$ cat src/sv/lpcf_pkg.sv
// ----------------------------------------------------------------------------
// lpcf_pkg: shared types and constants of the lidar point crop filter
// Point, configuration and stage payload structs, register indexes, reasons.
// ----------------------------------------------------------------------------
package lpcf_pkg;

   localparam int CSR_ADDR_W    = 3;
   localparam int CSR_DATA_W    = 31;
   localparam int TAN_W         = 27;
   localparam int TAN_FRAC_BITS = 16;
   localparam int LHS_W         = 33 + TAN_FRAC_BITS;
   localparam int PROD_W        = TAN_W + 32;
   localparam int SQ_W          = 63;
   localparam int D2_W          = 64;
   localparam int RANGE_W       = 31;
   localparam int RANGE_SQ_W    = 2 * RANGE_W;
   localparam int INT_N_W       = 24;
   localparam int INT_RECIP_W   = 26;
   localparam int INT_PROD_W    = INT_N_W + INT_RECIP_W;
   localparam int INT_SHIFT     = 32;
   localparam int INT_W         = 18;
   localparam int REQ_DATA_W    = 120;
   localparam int RSP_DATA_W    = 120;
   localparam int RSP_USER_W    = 3;

   localparam logic [17:0]              FAR_LIMIT_M2 = 18'd250000;
   localparam logic [INT_N_W-1:0]       INT_ROUND    = 24'd50;
   // ceil(2^32 / 100): exact floor division by 100 for 24-bit numerators
   localparam logic [INT_RECIP_W-1:0]   INT_RECIP    = 26'd42949673;
   localparam logic signed [TAN_W-1:0]  TAN_LIMIT    = 27'sd37549300;
   localparam logic [RANGE_W-1:0]       RANGE_MAX    = 31'h7fffffff;

   typedef enum logic [CSR_ADDR_W-1:0] {
      CSR_INCLUDE_MASK = 3'd0,
      CSR_MIN_TAN_H    = 3'd1,
      CSR_MAX_TAN_H    = 3'd2,
      CSR_MIN_TAN_V    = 3'd3,
      CSR_MAX_TAN_V    = 3'd4,
      CSR_MIN_RANGE    = 3'd5,
      CSR_MAX_RANGE    = 3'd6
   } csr_index_type;

   typedef enum logic [1:0] {
      REASON_KEEP = 2'd0,
      REASON_FLAG = 2'd1,
      REASON_FAR  = 2'd2,
      REASON_VIEW = 2'd3
   } reason_type;

   typedef struct packed {
      logic valid;
      logic load;
   } pipe_ctrl_type;

   typedef struct packed {
      logic signed [31:0] pos_x;
      logic signed [31:0] pos_y;
      logic signed [31:0] pos_z;
      logic [7:0]         reflectivity;
      logic [15:0]        point_flags;
      logic               frame_last;
   } point_type;

   typedef struct packed {
      logic [15:0]              include_mask;
      logic signed [TAN_W-1:0]  min_tan_h;
      logic signed [TAN_W-1:0]  max_tan_h;
      logic signed [TAN_W-1:0]  min_tan_v;
      logic signed [TAN_W-1:0]  max_tan_v;
      logic [RANGE_SQ_W-1:0]    min_sq;
      logic [RANGE_SQ_W-1:0]    max_sq;
   } cfg_type;

   typedef struct packed {
      logic signed [31:0]       out_x;
      logic signed [32:0]       out_y;
      logic signed [31:0]       out_z;
      logic                     last;
      logic                     flag_fail;
      logic [SQ_W-1:0]          sq_x;
      logic [SQ_W-1:0]          sq_y;
      logic [SQ_W-1:0]          sq_z;
      logic signed [LHS_W-1:0]  lhs_h;
      logic signed [LHS_W-1:0]  lhs_v;
      logic signed [PROD_W-1:0] plo_h;
      logic signed [PROD_W-1:0] phi_h;
      logic signed [PROD_W-1:0] plo_v;
      logic signed [PROD_W-1:0] phi_v;
      logic                     den_zero;
      logic                     den_neg;
      logic                     num_h_zero;
      logic                     num_v_zero;
      logic [INT_PROD_W-1:0]    int_prod;
   } mul_type;

   typedef struct packed {
      logic signed [31:0] out_x;
      logic signed [32:0] out_y;
      logic signed [31:0] out_z;
      logic               last;
      logic               flag_fail;
      logic [D2_W-1:0]    d2;
      logic               view_ok;
      logic [INT_W-1:0]   intensity;
   } cmp_type;

endpackage

$ cat src/sv/lpcf_cfg.sv
// ----------------------------------------------------------------------------
// lpcf_cfg: configuration registers
// Holds the filter limits and keeps registered squares of the range limits.
// ----------------------------------------------------------------------------
module lpcf_cfg
   import lpcf_pkg::*;
(
   input  logic                  clock,
   input  logic                  reset,
   input  logic                  csr_we,
   input  logic [CSR_ADDR_W-1:0] csr_index,
   input  logic [CSR_DATA_W-1:0] csr_wdata,
   output cfg_type               cfg
);

   logic [15:0]             mask_ff;
   logic signed [TAN_W-1:0] min_tan_h_ff;
   logic signed [TAN_W-1:0] max_tan_h_ff;
   logic signed [TAN_W-1:0] min_tan_v_ff;
   logic signed [TAN_W-1:0] max_tan_v_ff;
   logic [RANGE_W-1:0]      min_range_ff;
   logic [RANGE_W-1:0]      max_range_ff;
   logic [RANGE_SQ_W-1:0]   min_sq_ff;
   logic [RANGE_SQ_W-1:0]   max_sq_ff;
   logic [RANGE_SQ_W-1:0]   min_sq_in;
   logic [RANGE_SQ_W-1:0]   max_sq_in;

   always_ff @(posedge clock) begin
      if (reset) begin
         mask_ff      <= '0;
         min_tan_h_ff <= -TAN_LIMIT;
         max_tan_h_ff <= TAN_LIMIT;
         min_tan_v_ff <= -TAN_LIMIT;
         max_tan_v_ff <= TAN_LIMIT;
         min_range_ff <= '0;
         max_range_ff <= RANGE_MAX;
      end else if (csr_we) begin
         unique case (csr_index_type'(csr_index))
            CSR_INCLUDE_MASK: mask_ff      <= csr_wdata[15:0];
            CSR_MIN_TAN_H:    min_tan_h_ff <= csr_wdata[TAN_W-1:0];
            CSR_MAX_TAN_H:    max_tan_h_ff <= csr_wdata[TAN_W-1:0];
            CSR_MIN_TAN_V:    min_tan_v_ff <= csr_wdata[TAN_W-1:0];
            CSR_MAX_TAN_V:    max_tan_v_ff <= csr_wdata[TAN_W-1:0];
            CSR_MIN_RANGE:    min_range_ff <= csr_wdata[RANGE_W-1:0];
            CSR_MAX_RANGE:    max_range_ff <= csr_wdata[RANGE_W-1:0];
            default: ;
         endcase
      end
   end

   assign min_sq_in = min_range_ff * min_range_ff;
   assign max_sq_in = max_range_ff * max_range_ff;

   // squares of the range limits are registered from the range registers
   always_ff @(posedge clock) begin
      min_sq_ff <= min_sq_in;
      max_sq_ff <= max_sq_in;
   end

   always_comb begin
      cfg.include_mask = mask_ff;
      cfg.min_tan_h    = min_tan_h_ff;
      cfg.max_tan_h    = max_tan_h_ff;
      cfg.min_tan_v    = min_tan_v_ff;
      cfg.max_tan_v    = max_tan_v_ff;
      cfg.min_sq       = min_sq_ff;
      cfg.max_sq       = max_sq_ff;
   end

endmodule

$ cat config.mk
export PLATFORM = sky130hd
export DESIGN_NAME = lpcf_cfg
export DESIGN_NICKNAME = d
export VERILOG_FILES = /design/src/sv/lpcf_pkg.sv /design/src/sv/lpcf_cfg.sv
export SDC_FILE = /design/constraint.sdc
export NUM_CORES = 2
export LEC_CHECK = 0
export ABC_AREA = 0
export BUFFER_PORTS_ARGS = -buffer_cell sky130_fd_sc_hd__buf_2
export CAP_MARGIN = 0
export CORE_AREA = 2 2 464 466
export DETAILED_ROUTE_END_ITERATION = 7
export DIE_AREA = 0 0 466 468
export PLACE_DENSITY_LB_ADDON = 0.15
export RECOVER_POWER = 100
export SLEW_MARGIN = 15
export SYNTH_ARGS = -nofsm -noshare
export SYNTH_HDL_FRONTEND = slang
export SYNTH_SLANG_ARGS = --single-unit
$ cat constraint.sdc
create_clock -name clock -period 14.7 [get_ports clock]
set_input_delay 1.47 -clock clock [delete_from_list [all_inputs] [get_ports clock]]
set_output_delay 1.47 -clock clock [all_outputs]
set_load 0.02 [all_outputs]
==> metrics <==
#FFs+latches synth 308; final setup fails 0; Total Die Area 218,000 um2; most frequent cells in the layout 1,822 x inv_1, 1,495 x fa_1, 977 x nand2_1, 535 x ha_1, 370 x and2_1; Clock Latency Late Sink 0.72 ns; Hold Fails Final Rpt 0; GRT overflow 0; Detailed Route Iter0 Violations 2,236; CP bufs+invs 3; CTS tree done; Inserted Clock Buffers 44; initial antenna violation count 9; Syn Inst Count 6,896; share of layout cells above drive strength 1 0.0308; max_slew headroom -1.95; final period utilization 0.697; worst path required time 15.27 ns; Die Y 468 um; via-per-instance ratio 4.52; stages on the worst setup path 24; Worst Hold Depth 2; most common cell after layout, fill and taps aside inv_1; via count 44,700; Post-synth EDFFs 0; initial core utilization 0.298; H-tree depth 2; failing checks capacitance limit, slew limit; Startpoint Class register; core footprint 213,000 um2; final worst slack 4.46 ns; Final min period 10.24 ns; Nets 9,080; Worst Setup End Kind register; largest net degree at the start of global routing 95; crit-path cells clkbuf_1, and2_0, xnor2_1, ha_1, a31o_2, fa_1, inv_1, fa_1, inv_1, ha_1, fa_1, fa_1, fa_1, fa_1, ha_1, a21oi_1, o21ai_0, or3_1, nor3_1, o21ai_0, a31oi_1, o21bai_1, a31oi_1, xnor2_1; asr flop ratio synth 0; CTS root buf clkbuf_16; Max Slew Vio Count 364; RSZ-0062 raised after global routing no; Setup Crit Path Kind reg -> reg; setup TNS 0 ns; Worst R2R Setup Slack 4.46 ns; WL/cell 20.7 um; Port Buffers 282; Routed WL 205,000 um; outcome complete, but fails checks; first-pass GRT wire length 313,000 um; Clock transition at path regs 0.06 ns; reg2reg path depth 24; Crit path top cell by count fa_1; CTS-repair resized insts 0; Cell Area, Synth 63,700 um2; Post-Place Setup Slack 5.07 ns; Initial DRT Pass Iterations 5; Least-Margin Pin Slew 4.43 ns; Post-Route Skew 0.0775 ns; # hold bufs at CTS 0; Sink Count 308; Clock Tree Buf Depth 3; Fillers 22,600; area delta synth->final 8.92%; Max-cap violations 9; residual DRC count 0; Avg Cell Area, Syn 9.23 um2; library cells used by synthesis 67; crit-path max FO 35; row cnt 170; Fmax 97.7 MHz; Post-CTS Setup Inserts 0; routability cong. 0.865; Die Wd 466 um; CP max-delay cell clkbuf_1; yosys warns 0; sequential share of the synthesized area 0.0969; Worst EP arrival 10.81 ns; I/O pin total 285; Post-DRT Antenna Nets 0; GRT Total Usage 0.192; vias in the first global route 49,900; post-detail-place hpwl 165,000 um; max incr delay on CP 1.63 ns; Worst Hold Class reg -> reg; Top delay family on crit path adder cells; ys flop type dfxtp_1
[path summary, 6_finish.rpt]
check / startpoint / end
worst min register to register: mask_ff[4] / mask_ff[4]
worst min-delay path: mask_ff[4] / mask_ff[4]
worst max-delay path: min_range_ff[0] / min_sq_ff[54]
worst max register to register: min_range_ff[0] / min_sq_ff[54]
[final cells by class]
cell class                 count  area [um2]  share of cell area
tap                         2838        3550              0.0512
multi-input combinational   4478       49600               0.715
clock buffer                  57        1260              0.0182
inverter                    1822        6840              0.0986
clock inverter                22         288             0.00415
sequential                   308        6180              0.0891
antenna                        5        12.5            0.000180
timing repair buffer         359        1640              0.0237
[logic make-up after synthesis]
group,synth area share
other,0.0000589
buffers and inverters,0.125
multiplexers,0.000983
AO/OA/AOI/OAI,0.0498
flip-flops,0.0969
adder cells (fa/ha/maj),0.575
AND/OR/NAND/NOR,0.130
XOR/XNOR,0.0223
[per-layer routing]
metal / GRT usage / vias to the layer above / part of all wire / wire (um)
met2: 0.331 / 818 / 0.49 / 101000
met5: 0 / - / 0 / 0
met3: 0.0224 / 215 / 0.037 / 7500
li1: - / 20500 / - / -
met1: 0.244 / 23200 / 0.42 / 86200
met4: 0.0782 / 0 / 0.047 / 9570
[state kept, by name, summed over array words and instances, names as in the netlist]
signal        cells
max_tan_v_ff     27
min_tan_h_ff     27
min_tan_v_ff     27
mask_ff          16
min_sq_ff        61
max_sq_ff        61
max_tan_h_ff     27
max_range_ff     31
min_range_ff     31
[cell usage after synthesis, drive strengths merged, types with 36 or more instances]
master	instances	area [um2]
xnor2	92	806
nand2	978	3680
fa	1495	29900
nor2	134	503
ha	535	6690
a21oi	259	1300
and2	381	2380
nand3b	84	631
xor2	70	613
dfxtp	308	6170
a21o	50	375
clkbuf	272	1020
o21ai	77	385
inv	1822	6840
nand4	36	225
[stage by stage]
stage / area (um2) / hold WS, ns / utilization / std cells
2_1_floorplan: 63700 / 0.395 / - / 6897
3_3_place_gp: 68200 / 0.440 / 0.320 / 9805
3_5_place_dp: 68200 / 0.444 / 0.320 / 9805
4_1_cts: 69700 / 0.452 / 0.327 / 9884
5_1_grt: 69300 / 0.470 / 0.325 / 9888
6_report: 69300 / 0.454 / 0.325 / 9889
[worst reg2reg max path: stages, from the launching register on]
cell      delay [ns]
dfxtp_1         0.31
clkbuf_1        1.63
and2_0          0.39
xnor2_1         0.09
ha_1            0.21
a31o_2          0.22
fa_1            0.47
inv_1           0.05
fa_1            0.48
inv_1           0.05
ha_1            0.18
fa_1            0.46
fa_1            0.46
fa_1            0.53
fa_1            0.41
ha_1            0.41
a21oi_1         0.42
o21ai_0         0.23
or3_1           0.39
nor3_1          0.61
o21ai_0         0.75
a31oi_1         0.77
o21bai_1        0.23
a31oi_1         0.26
xnor2_1         0.16
Power is left out: the tool's default activity adds up to more than one toggle a clock period on the data nets, which glitch-free logic cannot reach.
