**src/sv/lpcf_pkg.sv**
```systemverilog
// ----------------------------------------------------------------------------
// lpcf_pkg: shared types and constants of the lidar point crop filter
// Point, configuration and stage payload structs, register indexes, reasons.
// ----------------------------------------------------------------------------
package lpcf_pkg;

   localparam int CSR_ADDR_W    = 3;
   localparam int CSR_DATA_W    = 31;
   localparam int TAN_W         = 27;
   localparam int TAN_FRAC_BITS = 16;
   localparam int LHS_W         = 33 + TAN_FRAC_BITS;
   localparam int PROD_W        = TAN_W + 32;
   localparam int SQ_W          = 63;
   localparam int D2_W          = 64;
   localparam int RANGE_W       = 31;
   localparam int RANGE_SQ_W    = 2 * RANGE_W;
   localparam int INT_N_W       = 24;
   localparam int INT_RECIP_W   = 26;
   localparam int INT_PROD_W    = INT_N_W + INT_RECIP_W;
   localparam int INT_SHIFT     = 32;
   localparam int INT_W         = 18;
   localparam int REQ_DATA_W    = 120;
   localparam int RSP_DATA_W    = 120;
   localparam int RSP_USER_W    = 3;

   localparam logic [17:0]              FAR_LIMIT_M2 = 18'd250000;
   localparam logic [INT_N_W-1:0]       INT_ROUND    = 24'd50;
   // ceil(2^32 / 100): exact floor division by 100 for 24-bit numerators
   localparam logic [INT_RECIP_W-1:0]   INT_RECIP    = 26'd42949673;
   localparam logic signed [TAN_W-1:0]  TAN_LIMIT    = 27'sd37549300;
   localparam logic [RANGE_W-1:0]       RANGE_MAX    = 31'h7fffffff;

   typedef enum logic [CSR_ADDR_W-1:0] {
      CSR_INCLUDE_MASK = 3'd0,
      CSR_MIN_TAN_H    = 3'd1,
      CSR_MAX_TAN_H    = 3'd2,
      CSR_MIN_TAN_V    = 3'd3,
      CSR_MAX_TAN_V    = 3'd4,
      CSR_MIN_RANGE    = 3'd5,
      CSR_MAX_RANGE    = 3'd6
   } csr_index_type;

   typedef enum logic [1:0] {
      REASON_KEEP = 2'd0,
      REASON_FLAG = 2'd1,
      REASON_FAR  = 2'd2,
      REASON_VIEW = 2'd3
   } reason_type;

   typedef struct packed {
      logic valid;
      logic load;
   } pipe_ctrl_type;

   typedef struct packed {
      logic signed [31:0] pos_x;
      logic signed [31:0] pos_y;
      logic signed [31:0] pos_z;
      logic [7:0]         reflectivity;
      logic [15:0]        point_flags;
      logic               frame_last;
   } point_type;

   typedef struct packed {
      logic [15:0]              include_mask;
      logic signed [TAN_W-1:0]  min_tan_h;
      logic signed [TAN_W-1:0]  max_tan_h;
      logic signed [TAN_W-1:0]  min_tan_v;
      logic signed [TAN_W-1:0]  max_tan_v;
      logic [RANGE_SQ_W-1:0]    min_sq;
      logic [RANGE_SQ_W-1:0]    max_sq;
   } cfg_type;

   typedef struct packed {
      logic signed [31:0]       out_x;
      logic signed [32:0]       out_y;
      logic signed [31:0]       out_z;
      logic                     last;
      logic                     flag_fail;
      logic [SQ_W-1:0]          sq_x;
      logic [SQ_W-1:0]          sq_y;
      logic [SQ_W-1:0]          sq_z;
      logic signed [LHS_W-1:0]  lhs_h;
      logic signed [LHS_W-1:0]  lhs_v;
      logic signed [PROD_W-1:0] plo_h;
      logic signed [PROD_W-1:0] phi_h;
      logic signed [PROD_W-1:0] plo_v;
      logic signed [PROD_W-1:0] phi_v;
      logic                     den_zero;
      logic                     den_neg;
      logic                     num_h_zero;
      logic                     num_v_zero;
      logic [INT_PROD_W-1:0]    int_prod;
   } mul_type;

   typedef struct packed {
      logic signed [31:0] out_x;
      logic signed [32:0] out_y;
      logic signed [31:0] out_z;
      logic               last;
      logic               flag_fail;
      logic [D2_W-1:0]    d2;
      logic               view_ok;
      logic [INT_W-1:0]   intensity;
   } cmp_type;

endpackage

```
**src/sv/lpcf_cmp.sv**
```systemverilog
// ----------------------------------------------------------------------------
// lpcf_cmp: compare stage
// Sums the squared range and checks both view tangents by cross product.
// ----------------------------------------------------------------------------
module lpcf_cmp
   import lpcf_pkg::*;
(
   input  logic          clock,
   input  logic          reset,
   input  pipe_ctrl_type ctrl,
   input  mul_type       mr,
   output logic          valid,
   output cmp_type       res
);

   logic    valid_ff;
   cmp_type res_ff;
   cmp_type res_in;
   logic    ok_h, ok_v;

   function automatic logic ratio_ok(
      input logic signed [LHS_W-1:0]  lhs,
      input logic signed [PROD_W-1:0] plo,
      input logic signed [PROD_W-1:0] phi,
      input logic                     den_zero,
      input logic                     den_neg,
      input logic                     num_zero
   );
      logic signed [PROD_W-1:0] lhs_ext;
      logic                     below, above;
      lhs_ext = PROD_W'(lhs);
      // negative denominator flips both comparisons
      below = den_neg ? (lhs_ext > plo) : (lhs_ext < plo);
      above = den_neg ? (lhs_ext < phi) : (lhs_ext > phi);
      // zero denominator: only a zero numerator passes
      return den_zero ? num_zero : (!below && !above);
   endfunction

   always_comb begin
      ok_h = ratio_ok(mr.lhs_h, mr.plo_h, mr.phi_h, mr.den_zero, mr.den_neg,
                      mr.num_h_zero);
      ok_v = ratio_ok(mr.lhs_v, mr.plo_v, mr.phi_v, mr.den_zero, mr.den_neg,
                      mr.num_v_zero);
      res_in.out_x     = mr.out_x;
      res_in.out_y     = mr.out_y;
      res_in.out_z     = mr.out_z;
      res_in.last      = mr.last;
      res_in.flag_fail = mr.flag_fail;
      res_in.d2        = D2_W'(mr.sq_x) + D2_W'(mr.sq_y) + D2_W'(mr.sq_z);
      res_in.view_ok   = ok_h && ok_v;
      res_in.intensity = mr.int_prod[INT_SHIFT +: INT_W];
   end

   always_ff @(posedge clock) begin
      if (reset) begin
         valid_ff <= 1'b0;
      end else if (ctrl.load) begin
         valid_ff <= ctrl.valid;
      end
   end

   always_ff @(posedge clock) begin
      if (ctrl.load) begin
         res_ff <= res_in;
      end
   end

   assign valid = valid_ff;
   assign res   = res_ff;

endmodule

```
**config.mk**
```make
export PLATFORM = sky130hd
export DESIGN_NAME = lpcf_cmp
export DESIGN_NICKNAME = d
export VERILOG_FILES = /design/src/sv/lpcf_pkg.sv /design/src/sv/lpcf_cmp.sv
export SDC_FILE = /design/constraint.sdc
export NUM_CORES = 1
export LEC_CHECK = 0
export ABC_AREA = 1
export BUFFER_PORTS_ARGS = -buffer_cell sky130_fd_sc_hd__buf_2
export CAP_MARGIN = 25
export CORE_AREA = 2 2 339 341
export DETAILED_ROUTE_END_ITERATION = 10
export DIE_AREA = 0 0 341 343
export PLACE_DENSITY = 0.39
export SYNTH_ARGS = -nofsm -noshare
export SYNTH_HDL_FRONTEND = slang
export SYNTH_SLANG_ARGS = --single-unit
```
**constraint.sdc**
```tcl
create_clock -name clock -period 3.2 [get_ports clock]
set_input_delay 0 -clock clock [delete_from_list [all_inputs] [get_ports clock]]
set_output_delay 0 -clock clock [all_outputs]
set_load 0.01 [all_outputs]
```
==> summary.txt <==
Die
  • Area of the die: 117000 µm²
  • Core region area: 113000 µm²
  • Initial cell density of the core: 15.4%
  • Number of primary I/O pins: 863
  • Die span in x: 341 µm
  • Die Ht: 343 µm
  • Cell row count: 124

Cells and area
  • Layout overhead on the synthesized area: 46.6%
  • End-of-flow core utilization: 22.6%
  • Finished Layout Cells: 4590
  • Net count reported at finish: 4093
  • Fraction of layout instances using a drive strength above 1: 30.5%

Worst hold path
  • Worst hold start: mr[576]
  • Hold path endpoint: res[82]
  • Hold-critical path depth: 3
  • Class of the tightest hold or removal check: in2reg

Setup path
  • Launching element type of the critical path: input port
  • Biggest fanout along the worst timing path: 4
  • Arrival time at the worst endpoint: 2970 ps
  • Worst Reg-to-Reg Cells: 3
  • Crit path kind: in2reg
  • Endpoint kind of the worst setup timing path: register
  • Endpoint of the worst register-to-register path: valid
  • Required arrival time at the worst endpoint: 3420 ps
  • FF-to-FF setup slack: 2040 ps
  • Launching point of the worst reg2reg path: valid

Pwr
  • Areal power density over the cells: 407 nW/µm²
  • Post-route total power: 0.0104 W
  • Worst ir drop on vdd: 0.330 mV
  • Leak pwr: 13.0 nW

Synthesis
  • Net Count, Synth: 3099
  • Post-synthesis cell type count: 46
  • Most used standard cells in the synthesized netlist: sky130_fd_sc_hd__nand2_1 (408), sky130_fd_sc_hd__inv_1 (398), sky130_fd_sc_hd__ha_1 (298), sky130_fd_sc_hd__edfxtp_1 (182), sky130_fd_sc_hd__nor2_1 (182)
  • Share of the yosys chip area belonging to registers: 31.4%
  • Fraction of post-synthesis cell area in the top cell type by area: 31.3%
  • Yosys top cell by area: sky130_fd_sc_hd__edfxtp_1
  • Syn avg cell area: 8.50 µm²
  • Main synth FF type: sky130_fd_sc_hd__edfxtp_1
  • Most common cell in the synthesized netlist: sky130_fd_sc_hd__nand2_1
  • Post-synthesis async set-or-reset flop share: 0%
  • Post-synth EDFFs: 182
  • Warnings from Yosys: 0
  • Main area contributors after synthesis: sky130_fd_sc_hd__edfxtp_1 (31%), sky130_fd_sc_hd__ha_1 (21%), sky130_fd_sc_hd__nand2_1 (8.8%), sky130_fd_sc_hd__inv_1 (8.5%), sky130_fd_sc_hd__fa_1 (7.3%)
  • Flop and latch count out of synthesis: 183
  • Post-synth design cell area: 17500 µm²
  • Post-synthesis cell count: 2057

CTS
  • Clk pin slew, worst setup/hold paths: 80 ps
  • Clock tree from TritonCTS: done
  • Count of H-tree levels built during CTS: 4
  • Setup repair bufs after CTS: 0
  • Number of buffers created by CTS: 17
  • Sinks on the clock net: 183
  • Clk buf depth: 2
  • Skew-Pair Late Insertion Delay: 470 ps
  • CTS Root Cell: sky130_fd_sc_hd__clkbuf_16

Global route
  • Global-route wire length before repair: 122000 µm
  • Vias in the first global route: 18.3k
  • GR Overflow Total: 0
  • Antenna violations before repair: 21
  • Pin count of the biggest net entering global routing: 88
  • Total track usage: 14.5%

Timing
  • Final min period: 2750 ps
  • Slew at the pin closest to its max-slew limit: 737 ps
  • Unrepaired setup endpoints after global routing: no
  • Final-report setup violation count: 0
  • Final number of hold-violating endpoints: 0
  • Max Fclk: 363 MHz
  • Headroom to the max-slew limit: 50.9%
  • Layout Skew: 0 ps
  • Final Max Slew Viols: 0
  • Worst-case setup margin in the final layout: 448 ps
  • Final worst-path cycle share: 86.0%
  • Post-route worst hold slack: 42.7 ps

Placed design
  • Setup slack after placement: -113 ps
  • Number of input and output port buffers inserted: 830
  • Number of cells in the design after placement: 4425
  • Final HPWL from detailed placement: 79800 µm
  • Final weighted congestion of routability-driven global placement: 0.894

Detailed routing
  • Residual antenna-violating net count after detailed routing: 0
  • Post-detailed-route wirelength per cell: 19.2 µm
  • Total length of routed wires: 88200 µm
  • Number of DRC violations after detailed routing: 0
  • Iteration-0 DRC count of the detailed router: 717
  • Vias post-DR: 17.6k
  • Post-detailed-route via-to-cell ratio: 3.83
  • Detailed-routing iteration count for the pre-antenna-repair pass: 5

Flow run
  • Maxcap violations: 0

Outcome
  • Run status: finished, final reports clean
-- per-layer routing --
layer | GRT usage [%] | share of wire, %
met1 | 16.9 | 41
met2 | 26.4 | 50
met3 | 2.96 | 6.1
met5 | 0 | 0.085
met4 | 4.28 | 2.4
-- how the worst max path moves through the flow --
stage | depth (start not counted) | start | endpoint | slack, ps
2_1_floorplan | 17 | mr[389] | res[64] | 760
3_3_place_gp | 12 | mr[404] | res[76] | -150
3_5_place_dp | 12 | mr[404] | res[76] | -110
4_1_cts | 12 | mr[404] | res[76] | 400
5_1_grt | 12 | mr[404] | res[76] | 390
6_report | 12 | mr[404] | res[76] | 450
-- area by class of cell --
type | count | area [µm²]
Timing Repair Buffer | 975 | 5570
Tap cell | 1512 | 1890
Clock inverter | 15 | 223
Fill cell | 12700 | 87800
Antenna cell | 14 | 35.0
Inverter | 399 | 1500
Multi-Input combinational cell | 1475 | 10500
Sequential cell | 183 | 5490
Clock buffer | 17 | 425
-- worst max-delay path: stages --
cell and delay, ps:
sky130_fd_sc_hd__buf_2 110, sky130_fd_sc_hd__fa_1 550, sky130_fd_sc_hd__ha_1 460, sky130_fd_sc_hd__a21oi_1 340, sky130_fd_sc_hd__a21boi_0 470, sky130_fd_sc_hd__nand3_1 270
sky130_fd_sc_hd__a21oi_2 200, sky130_fd_sc_hd__buf_4 160, sky130_fd_sc_hd__inv_1 70, sky130_fd_sc_hd__nand2_1 60, sky130_fd_sc_hd__o211ai_1 110, sky130_fd_sc_hd__xor2_1 170
-- sequential cells by signal, summed over array words and instances (netlist names) --
name,cells
res,182
valid,1
-- report_power, final --
| part | switching [W] | internal [W] | total [W] |
|---|---|---|---|
| clock | 0.00125 | 0.00111 | 0.00235 |
| sequential | 0.000139 | 0.00315 | 0.00329 |
| combinational | 0.00298 | 0.00181 | 0.00479 |
-- layout by cell type (no fill, tap or decap), types with 3 or more instances in the layout --
cell type / Yosys / final
sky130_fd_sc_hd__fa_1: 64 / 64
sky130_fd_sc_hd__a21o_1: 23 / 23
sky130_fd_sc_hd__inv_1: 398 / 398
sky130_fd_sc_hd__dlygate4sd3_1: 0 / 119
sky130_fd_sc_hd__buf_4: 0 / 24
sky130_fd_sc_hd__a31oi_1: 18 / 18
sky130_fd_sc_hd__ha_1: 298 / 298
sky130_fd_sc_hd__nor2_1: 182 / 182
sky130_fd_sc_hd__o211ai_1: 3 / 3
sky130_fd_sc_hd__a21oi_2: 9 / 9
sky130_fd_sc_hd__and2_1: 4 / 4
sky130_fd_sc_hd__nand3_2: 7 / 7
sky130_fd_sc_hd__xor2_1: 42 / 42
sky130_fd_sc_hd__nand2_2: 14 / 14
sky130_fd_sc_hd__inv_12: 0 / 4
sky130_fd_sc_hd__clkbuf_16: 0 / 17
sky130_fd_sc_hd__a21oi_1: 158 / 158
sky130_fd_sc_hd__clkinv_8: 0 / 6
sky130_fd_sc_hd__nand3_1: 53 / 53
sky130_fd_sc_hd__nor4_1: 7 / 7
sky130_fd_sc_hd__edfxtp_1: 182 / 182
sky130_fd_sc_hd__o21bai_1: 9 / 9
sky130_fd_sc_hd__nand2_1: 408 / 408
sky130_fd_sc_hd__buf_2: 0 / 829
sky130_fd_sc_hd__o21ai_0: 65 / 65
sky130_fd_sc_hd__o21a_1: 13 / 13
sky130_fd_sc_hd__o21ai_2: 5 / 5
sky130_fd_sc_hd__nand4_1: 28 / 28
sky130_fd_sc_hd__diode_2: 0 / 14
sky130_fd_sc_hd__o21ai_1: 3 / 3
sky130_fd_sc_hd__nor3_1: 16 / 16
sky130_fd_sc_hd__xnor2_1: 19 / 19
-- cells by family after synthesis --
group                    count (synthesis)  share of synthesized area, %
flip-flops                             183                          31.4
AO/OA/AOI/OAI                          323                          10.9
adder cells (fa/ha/maj)                362                          28.6
buffers and inverters                  399                          8.56
XOR/XNOR                                61                          3.06
multiplexers                             1                        0.0572
AND/OR/NAND/NOR                        728                          17.4
-- through the flow --
stage          area [µm²]  TNS, ps
2_1_floorplan       17500        0
3_3_place_gp        23800     -392
3_5_place_dp        23800     -303
4_1_cts             25600        0
5_1_grt             25600        0
6_report            25600        0
-- repair_timing --
item,in CTS,in global routing
hold buffers,119,0
resized for setup,0,0
endpoints found under the hold margin,118,0
(Power assumes the default switching activity.)
