**src/sv/lpcf_pkg.sv**
```systemverilog
// ----------------------------------------------------------------------------
// lpcf_pkg: shared types and constants of the lidar point crop filter
// Point, configuration and stage payload structs, register indexes, reasons.
// ----------------------------------------------------------------------------
package lpcf_pkg;

   localparam int CSR_ADDR_W    = 3;
   localparam int CSR_DATA_W    = 31;
   localparam int TAN_W         = 27;
   localparam int TAN_FRAC_BITS = 16;
   localparam int LHS_W         = 33 + TAN_FRAC_BITS;
   localparam int PROD_W        = TAN_W + 32;
   localparam int SQ_W          = 63;
   localparam int D2_W          = 64;
   localparam int RANGE_W       = 31;
   localparam int RANGE_SQ_W    = 2 * RANGE_W;
   localparam int INT_N_W       = 24;
   localparam int INT_RECIP_W   = 26;
   localparam int INT_PROD_W    = INT_N_W + INT_RECIP_W;
   localparam int INT_SHIFT     = 32;
   localparam int INT_W         = 18;
   localparam int REQ_DATA_W    = 120;
   localparam int RSP_DATA_W    = 120;
   localparam int RSP_USER_W    = 3;

   localparam logic [17:0]              FAR_LIMIT_M2 = 18'd250000;
   localparam logic [INT_N_W-1:0]       INT_ROUND    = 24'd50;
   // ceil(2^32 / 100): exact floor division by 100 for 24-bit numerators
   localparam logic [INT_RECIP_W-1:0]   INT_RECIP    = 26'd42949673;
   localparam logic signed [TAN_W-1:0]  TAN_LIMIT    = 27'sd37549300;
   localparam logic [RANGE_W-1:0]       RANGE_MAX    = 31'h7fffffff;

   typedef enum logic [CSR_ADDR_W-1:0] {
      CSR_INCLUDE_MASK = 3'd0,
      CSR_MIN_TAN_H    = 3'd1,
      CSR_MAX_TAN_H    = 3'd2,
      CSR_MIN_TAN_V    = 3'd3,
      CSR_MAX_TAN_V    = 3'd4,
      CSR_MIN_RANGE    = 3'd5,
      CSR_MAX_RANGE    = 3'd6
   } csr_index_type;

   typedef enum logic [1:0] {
      REASON_KEEP = 2'd0,
      REASON_FLAG = 2'd1,
      REASON_FAR  = 2'd2,
      REASON_VIEW = 2'd3
   } reason_type;

   typedef struct packed {
      logic valid;
      logic load;
   } pipe_ctrl_type;

   typedef struct packed {
      logic signed [31:0] pos_x;
      logic signed [31:0] pos_y;
      logic signed [31:0] pos_z;
      logic [7:0]         reflectivity;
      logic [15:0]        point_flags;
      logic               frame_last;
   } point_type;

   typedef struct packed {
      logic [15:0]              include_mask;
      logic signed [TAN_W-1:0]  min_tan_h;
      logic signed [TAN_W-1:0]  max_tan_h;
      logic signed [TAN_W-1:0]  min_tan_v;
      logic signed [TAN_W-1:0]  max_tan_v;
      logic [RANGE_SQ_W-1:0]    min_sq;
      logic [RANGE_SQ_W-1:0]    max_sq;
   } cfg_type;

   typedef struct packed {
      logic signed [31:0]       out_x;
      logic signed [32:0]       out_y;
      logic signed [31:0]       out_z;
      logic                     last;
      logic                     flag_fail;
      logic [SQ_W-1:0]          sq_x;
      logic [SQ_W-1:0]          sq_y;
      logic [SQ_W-1:0]          sq_z;
      logic signed [LHS_W-1:0]  lhs_h;
      logic signed [LHS_W-1:0]  lhs_v;
      logic signed [PROD_W-1:0] plo_h;
      logic signed [PROD_W-1:0] phi_h;
      logic signed [PROD_W-1:0] plo_v;
      logic signed [PROD_W-1:0] phi_v;
      logic                     den_zero;
      logic                     den_neg;
      logic                     num_h_zero;
      logic                     num_v_zero;
      logic [INT_PROD_W-1:0]    int_prod;
   } mul_type;

   typedef struct packed {
      logic signed [31:0] out_x;
      logic signed [32:0] out_y;
      logic signed [31:0] out_z;
      logic               last;
      logic               flag_fail;
      logic [D2_W-1:0]    d2;
      logic               view_ok;
      logic [INT_W-1:0]   intensity;
   } cmp_type;

endpackage

```
**src/sv/lpcf_out.sv**
```systemverilog
// ----------------------------------------------------------------------------
// lpcf_out: decision and output stage
// Range tests, reject reason priority and the registered result beat.
// ----------------------------------------------------------------------------
module lpcf_out
   import lpcf_pkg::*;
#(
   parameter int FRAC_BITS = 16
)(
   input  logic                  clock,
   input  logic                  reset,
   input  pipe_ctrl_type         ctrl,
   input  cfg_type               cfg,
   input  cmp_type               cr,
   output logic                  valid,
   output logic [RSP_DATA_W-1:0] tdata,
   output logic [RSP_USER_W-1:0] tuser,
   output logic                  tlast
);

   localparam int FarShift = 2 * FRAC_BITS;

   logic                  valid_ff;
   logic [RSP_DATA_W-1:0] tdata_ff, tdata_in;
   logic [RSP_USER_W-1:0] tuser_ff, tuser_in;
   logic                  tlast_ff;
   logic                  far, range_ok, keep;
   reason_type            reason;

   always_comb begin
      far      = (cr.d2 >> FarShift) >= D2_W'(FAR_LIMIT_M2);
      range_ok = (cr.d2 >= D2_W'(cfg.min_sq)) && (cr.d2 <= D2_W'(cfg.max_sq));
      priority if (cr.flag_fail) begin
         reason = REASON_FLAG;
      end else if (far) begin
         reason = REASON_FAR;
      end else if (cr.view_ok && range_ok) begin
         reason = REASON_KEEP;
      end else begin
         reason = REASON_VIEW;
      end
      keep = (reason == REASON_KEEP);
      if (keep) begin
         tdata_in = {{(RSP_DATA_W - 115){1'b0}}, cr.intensity, cr.out_z, cr.out_y,
                     cr.out_x};
      end else begin
         tdata_in = '0;
      end
      tuser_in = {reason, keep};
   end

   always_ff @(posedge clock) begin
      if (reset) begin
         valid_ff <= 1'b0;
      end else if (ctrl.load) begin
         valid_ff <= ctrl.valid;
      end
   end

   always_ff @(posedge clock) begin
      if (ctrl.load) begin
         tdata_ff <= tdata_in;
         tuser_ff <= tuser_in;
         tlast_ff <= cr.last;
      end
   end

   assign valid = valid_ff;
   assign tdata = tdata_ff;
   assign tuser = tuser_ff;
   assign tlast = tlast_ff;

endmodule

```
**config.mk**
```make
export PLATFORM = sky130hd
export DESIGN_NAME = lpcf_out
export DESIGN_NICKNAME = d
export VERILOG_FILES = /design/src/sv/lpcf_pkg.sv /design/src/sv/lpcf_out.sv
export SDC_FILE = /design/constraint.sdc
export NUM_CORES = 1
export LEC_CHECK = 0
export ABC_AREA = 0
export BUFFER_PORTS_ARGS = -buffer_cell sky130_fd_sc_hd__buf_2
export CELL_PAD_IN_SITES_DETAIL_PLACEMENT = 0
export CELL_PAD_IN_SITES_GLOBAL_PLACEMENT = 1
export CORE_AREA = 2 2 215 217
export CTS_CLUSTER_SIZE = 28
export DETAILED_ROUTE_END_ITERATION = 10
export DIE_AREA = 0 0 217 219
export PLACE_DENSITY = 0.65
export SLEW_MARGIN = 20
export SYNTH_ARGS = -nofsm -noshare
export SYNTH_HDL_FRONTEND = slang
export SYNTH_SLANG_ARGS = --single-unit
export TNS_END_PERCENT = 20
```
**constraint.sdc**
```tcl
create_clock -name clock -period 9.18 [get_ports clock]
set_input_delay 1.836 -clock clock [delete_from_list [all_inputs] [get_ports clock]]
set_output_delay 1.836 -clock clock [all_outputs]
set_load 0.005 [all_outputs]
```
==> flow_summary.toml, run 1 <==
[floorplanning]
die_w_um = 217
start_util_pct = 18.14
die_h_um = 219
dieArea_sq_um = 47520
io_pins = 559
core-area_sq_um = 45090
row_count = 78

[synth]
synth_seq_cells = 120
synth_area_sq_um = 8178
ys_dominant_reg_cell = "edfxtp_1"
synth_top_area_share_pct = 43.70
synth_warnings = 0
async_reset_ff_share_pct = 0
synthCells = 742
yosysMostFrequentCell = "inv_1"
ys_seq_area_share_pct = 43.94
avgSynthCellArea_sq_um = 11.02
synth_common_cells = "130 x inv_1, 124 x ha_1, 119 x edfxtp_1, 95 x nor4b_1, 45 x a21oi_1"
synth.top_cells.by_area = "edfxtp_1 44%, ha_1 19%, nor4b_1 10%"
synth_top_cell_by_area = "edfxtp_1"
synth.distinct_cells = 43
synth_edf_count = 119

[placed_design]
dp_cells = 1737
hpwl_mm = 24.35
place_congestion = 0.8186
io_buffers = 429

[sta]
hold_ws_ns = 0.4992
tightest_slew_ns = 1.063
setup_violations = 0
max_slew_margin_pct = 29.13
tns_ns = 0
hold_viol = 0
max_freq_mhz = 182.5
period_share_pct = 59.70
slew_violations = 0
period_minus_slack_ns = 5.480
rsz0062_at_grt = "false"
finClkSkew_ns = 0

[clocking]
cts_setup_buffers = 0
cts.sinks = 120
cts-root-buf = "clkbuf_16"
cts_resized = 0
hold_buffers = 0
insertion_delay_ns = 0.41
cts_tree = "built"
cts.path.max_buffers = 2
path_clk_slew_ns = 0.06
cts_buffers = 17
htree_levels = 4

[power]
ir_worst_vdd_mv = 0.1036
p_per_area_nw_per_um2 = 138.1
p_leak_uw = 0.005282

[finish]
fin_cells = 1775
syn_to_final_growth_pct = 41.17
final_layout_size_suffix_gt1_share_pct = 41.75
nets = 1714
post-route-util_pct = 25.61

[critical_path]
end_kind = "flip-flop"
crit_type = "in -> reg"
r2r-end = "valid"
startpoint = "cr[19]"
endpoint = "tdata[51]"
critPathMaxFanout = 85
worst-path-stages = 11
r2r_slack_ns = 8.59
cp_cell_sequence = "buf_2 -> inv_1 -> ha_1 -> nand2b_1 -> a2111oi_0 -> or4_1 -> nand4_1 -> a31oi_1 -> o31a_2 -> buf_4 -> nor4b_1"
cp-start-kind = "input port"
arrival_ns = 5.59
crit_path_top_delay_cell = "buf_4"
slowest_delay_ns = 0.90
critPathTopFamily = "compound AO/OA/AOI/OAI gates"
critPathBufInv = 3
critPathRequiredTime_ns = 9.29
r2r-start = "valid"
r2r_cells = 2

[grt]
gr-total-overflow = 0
grt_max_degree = 86
grt_pass1_vias = 7646
antenna_found_initial = 9
grt_first_pass_wirelength_mm = 43.23
grtUsageTotal_pct = 11.93

[job]
max_cap_violations = 0

[route]
wl_per_cell_um = 16.64
wl_mm = 29.54
drc = 0
viasPerCell = 4.188
drt_iter0_drc = 374
first_pass_iters = 4
vias = 7434
antenna_left = 0

[hold_path]
hold_class = "reg -> reg"

[status]
status = "complete, no violations"
## worst min-delay path by stage
stage / startpoint / endpoint / cells after the start
final: valid / valid / 2
after global routing: valid / valid / 2
after CTS: valid / valid / 2
after detailed placement: valid / valid / 2
after global placement: valid / valid / 2
after floorplan: valid / valid / 2
## power by group
group	total (uW)	internal (uW)	switching, uW
clock	678	429	250
combinational	278	127	151
sequential	638	629	9.41
## metrics by stage
stage          setup slack (ns)  power, uW  area, sq um
4_1_cts                   3.562       1621        11530
6_report                  3.700       1595        11540
3_3_place_gp              3.087      928.2        10920
2_1_floorplan             4.985      777.8         8193
3_5_place_dp              3.098      933.6        10920
5_1_grt                   3.412       1672        11530
## registers in the layout (all words and copies together) (netlist names)
name	cells
tuser	3
valid	1
tdata	115
tlast	1
## placed cells by master (no fill, tap or decap), drive strengths merged, types with 6 or more instances in the layout
cell / synthesis / layout
buf: 21 / 434
edfxtp: 119 / 119
a221oi: 7 / 7
nand3: 13 / 13
ha: 124 / 124
nor4b: 115 / 115
nor2: 12 / 12
nand4: 19 / 19
nor4: 7 / 7
nand2: 32 / 32
o21ai: 19 / 19
diode: 0 / 6
a21oi: 46 / 46
clkinv: 0 / 7
clkbuf: 22 / 18
inv: 130 / 132
## layout make-up
type,instances,area [sq um]
Antenna cell,6,15.01
Clock buffer,18,429.2
Clock inverter,14,175.2
Fill cell,4913,33540
Inverter,130,488.0
Multi-Input combinational cell,453,3902
Sequential cell,120,3593
Tap cell,600,750.7
Timing Repair Buffer,434,2191
## kinds of logic after synthesis
logic type	after synthesis	synth area share (%)
AO/OA/AOI/OAI	101	7.574
adder cells (fa/ha/maj)	124	18.97
buffers and inverters	173	8.721
flip-flops	120	43.94
multiplexers	1	0.1224
other	1	0.04586
AND/OR/NAND/NOR	222	20.62
## routing by layer
metal | vias up | track usage [%] | share of wire, %
met3 | 32 | 3.673 | 9.0
li1 | 3623 | - | -
met5 | - | 0 | 0.19
met2 | 334 | 21.94 | 50
met1 | 3437 | 13.13 | 39
met4 | 8 | 3.493 | 1.6
## worst reg2reg max path, delay by kind of cell (launching register included)
kind	cells	cell delay (ns)
flip-flops	1	0.31
multiplexers	1	0.13
AND/OR/NAND/NOR	1	0.05
(Power assumes the default switching activity.)
==> run 2: changes to the inputs <==
CORE_AREA = 2 2 219 221   (was 2 2 215 217)
DIE_AREA = 0 0 221 223   (was 0 0 217 219)
PLACE_DENSITY = 0.64   (was 0.65)
clock period = 5.29 ns   (was 9.18 ns; I/O delays follow)
==> run 2 against run 1 <==
  * Critical path depth shrank 1
  * Power is 79% higher
  * Clock-buffer cell count shrank 1
  * Sequential power up 72%
  * Hold slack improved by 0.035 ns
  * Setup slack lost 2.3 ns
  * Via count is 1.0% higher
  * First-iteration DRC count shrank 26%
  * Die area grew 3.7%
  * Routed wire length grew 2.3%
  * Clock power rose by 83%
  * Clock skew stayed put
  * Critical endpoint is now tdata[57]
==> flow_summary.toml, run 2 (synthesized netlist as in run 1, its figures left out) <==
[power]
p_sw_uw = 766.7
ir_worst_vdd_mv = 0.2630
power_frac_comb_pct = 17.6
p_leak_uw = 0.005378
intPower_uw = 2083
clockPowerShare_pct = 43.6
p_per_area_nw_per_um2 = 243.2
sw_frac_of_total_pct = 26.91
seqPwrFrac_pct = 38.7
finalPower_uw = 2849

[critical_path]
crit_path_top_delay_cell = "o31a_2"
cp-start-kind = "input port"
critPathRequiredTime_ns = 5.45
cp_cell_sequence = "buf_2 -> ha_1 -> nand4_1 -> nor4_1 -> a221oi_1 -> o211ai_1 -> a31oi_1 -> o31a_2 -> buf_12 -> nor4b_1"
crit_type = "in -> reg"
slowest_delay_ns = 0.60
critPathMaxFanout = 30
arrival_ns = 4.09
end_kind = "flip-flop"

[placed_design]
hpwl_mm = 25.32
place_congestion = 0.8481
io_buffers = 429
dpl_worst_slack_ns = 0.7426

[finish]
syn_to_final_growth_pct = 43.25
final_layout_size_suffix_gt1_share_pct = 42.51
most-common-layout-cells = "428 x buf_2, 130 x inv_1, 124 x ha_1"
final_common_cell = "buf_2"
largest_reg_flops = 115
nets = 1726

[sta]
max_slew_margin_pct = 39.64
slew_violations = 0
tns_ns = 0
max_freq_mhz = 254.8
period_minus_slack_ns = 3.925
finClkSkew_ns = 0
tightest_slew_ns = 0.8959
setup_ws_ns = 1.365
period_share_pct = 74.19
setup_violations = 0
hold_viol = 0
rsz0062_at_grt = "false"

[route]
first_pass_iters = 4
drt_iter0_drc = 278
drc = 0
wl_per_cell_um = 16.81
antenna_left = 0
vias = 7511
wl_mm = 30.23
viasPerCell = 4.177

[clocking]
cts_tree = "built"
cts_setup_buffers = 0
cts-root-buf = "clkbuf_16"
cts.path.max_buffers = 2
cts_resized = 0
insertion_delay_ns = 0.42
path_clk_slew_ns = 0.06
hold_buffers = 0
htree_levels = 4
cts_buffers = 17
cts.sinks = 120

[floorplanning]
dieArea_sq_um = 49280
core-area_sq_um = 47150
io_pins = 559
row_count = 80
die_w_um = 221
die_h_um = 223
start_util_pct = 17.35

[grt]
grtUsageTotal_pct = 11.97
gr-total-overflow = 0
grt_pass1_vias = 7697
met1_usage_pct = 13.70
gr-usage-met3_pct = 3.674
met2_usage_pct = 20.83
antenna_found_initial = 6
grt_max_degree = 51
grt_first_pass_wirelength_mm = 45.12
top_usage_layer = "met2"

[job]
max_cap_violations = 0

[status]
status = "complete, no violations"

[hold_path]
hold_class = "reg -> reg"
-- run 2: cell type report --
type | instances | area (sq um)
Multi-Input combinational cell | 453 | 3902
Timing Repair Buffer | 446 | 2327
Antenna cell | 2 | 5.005
Fill cell | 5062 | 35430
Sequential cell | 120 | 3593
Clock inverter | 15 | 203.9
Clock buffer | 17 | 425.4
Inverter | 130 | 488.0
Tap cell | 615 | 769.5
-- run 2: layer usage --
layer | vias to the layer above | part of all wire (%)
met5 | - | 0.14
met4 | 6 | 2.7
met3 | 47 | 8.2
met2 | 357 | 49
met1 | 3467 | 40
li1 | 3634 | -
-- run 2: final timing paths --
kind	startpoint	slack (ns)	depth (start not counted)	end
worst max register to register	valid	4.68	2	valid
worst max-delay path	cr[46]	1.37	10	tdata[57]
worst min register to register	valid	0.53	2	valid
worst min-delay path	valid	0.53	2	valid
-- run 2: worst max-delay path: cells and delay by family --
kind | cells | cell delay (ns)
AND/OR/NAND/NOR | 3 | 1.20
adder cells (fa/ha/maj) | 1 | 0.31
buffers and inverters | 2 | 0.38
AO/OA/AOI/OAI | 4 | 1.10
-- run 2: per-stage QoR --
stage          hold WS (ns)  std cells  utilization [%]  instance area, sq um
6_report             0.5340       1798            24.85                 11720
2_1_floorplan        0.4850        746                -                  8193
5_1_grt              0.5769       1796            24.84                 11710
4_1_cts              0.5477       1796            24.84                 11710
3_3_place_gp         0.4680       1764            23.50                 11080
3_5_place_dp         0.5327       1764            23.50                 11080
-- run 2: power by group through the flow --
stage	Clock (uW)	Sequential, uW	Combinational (uW)
after CTS	1270	1100	513
after detailed placement	0	1120	510
final	1240	1100	503
after floorplan	0	1130	219
after global placement	0	1120	503
after global routing	1310	1110	568
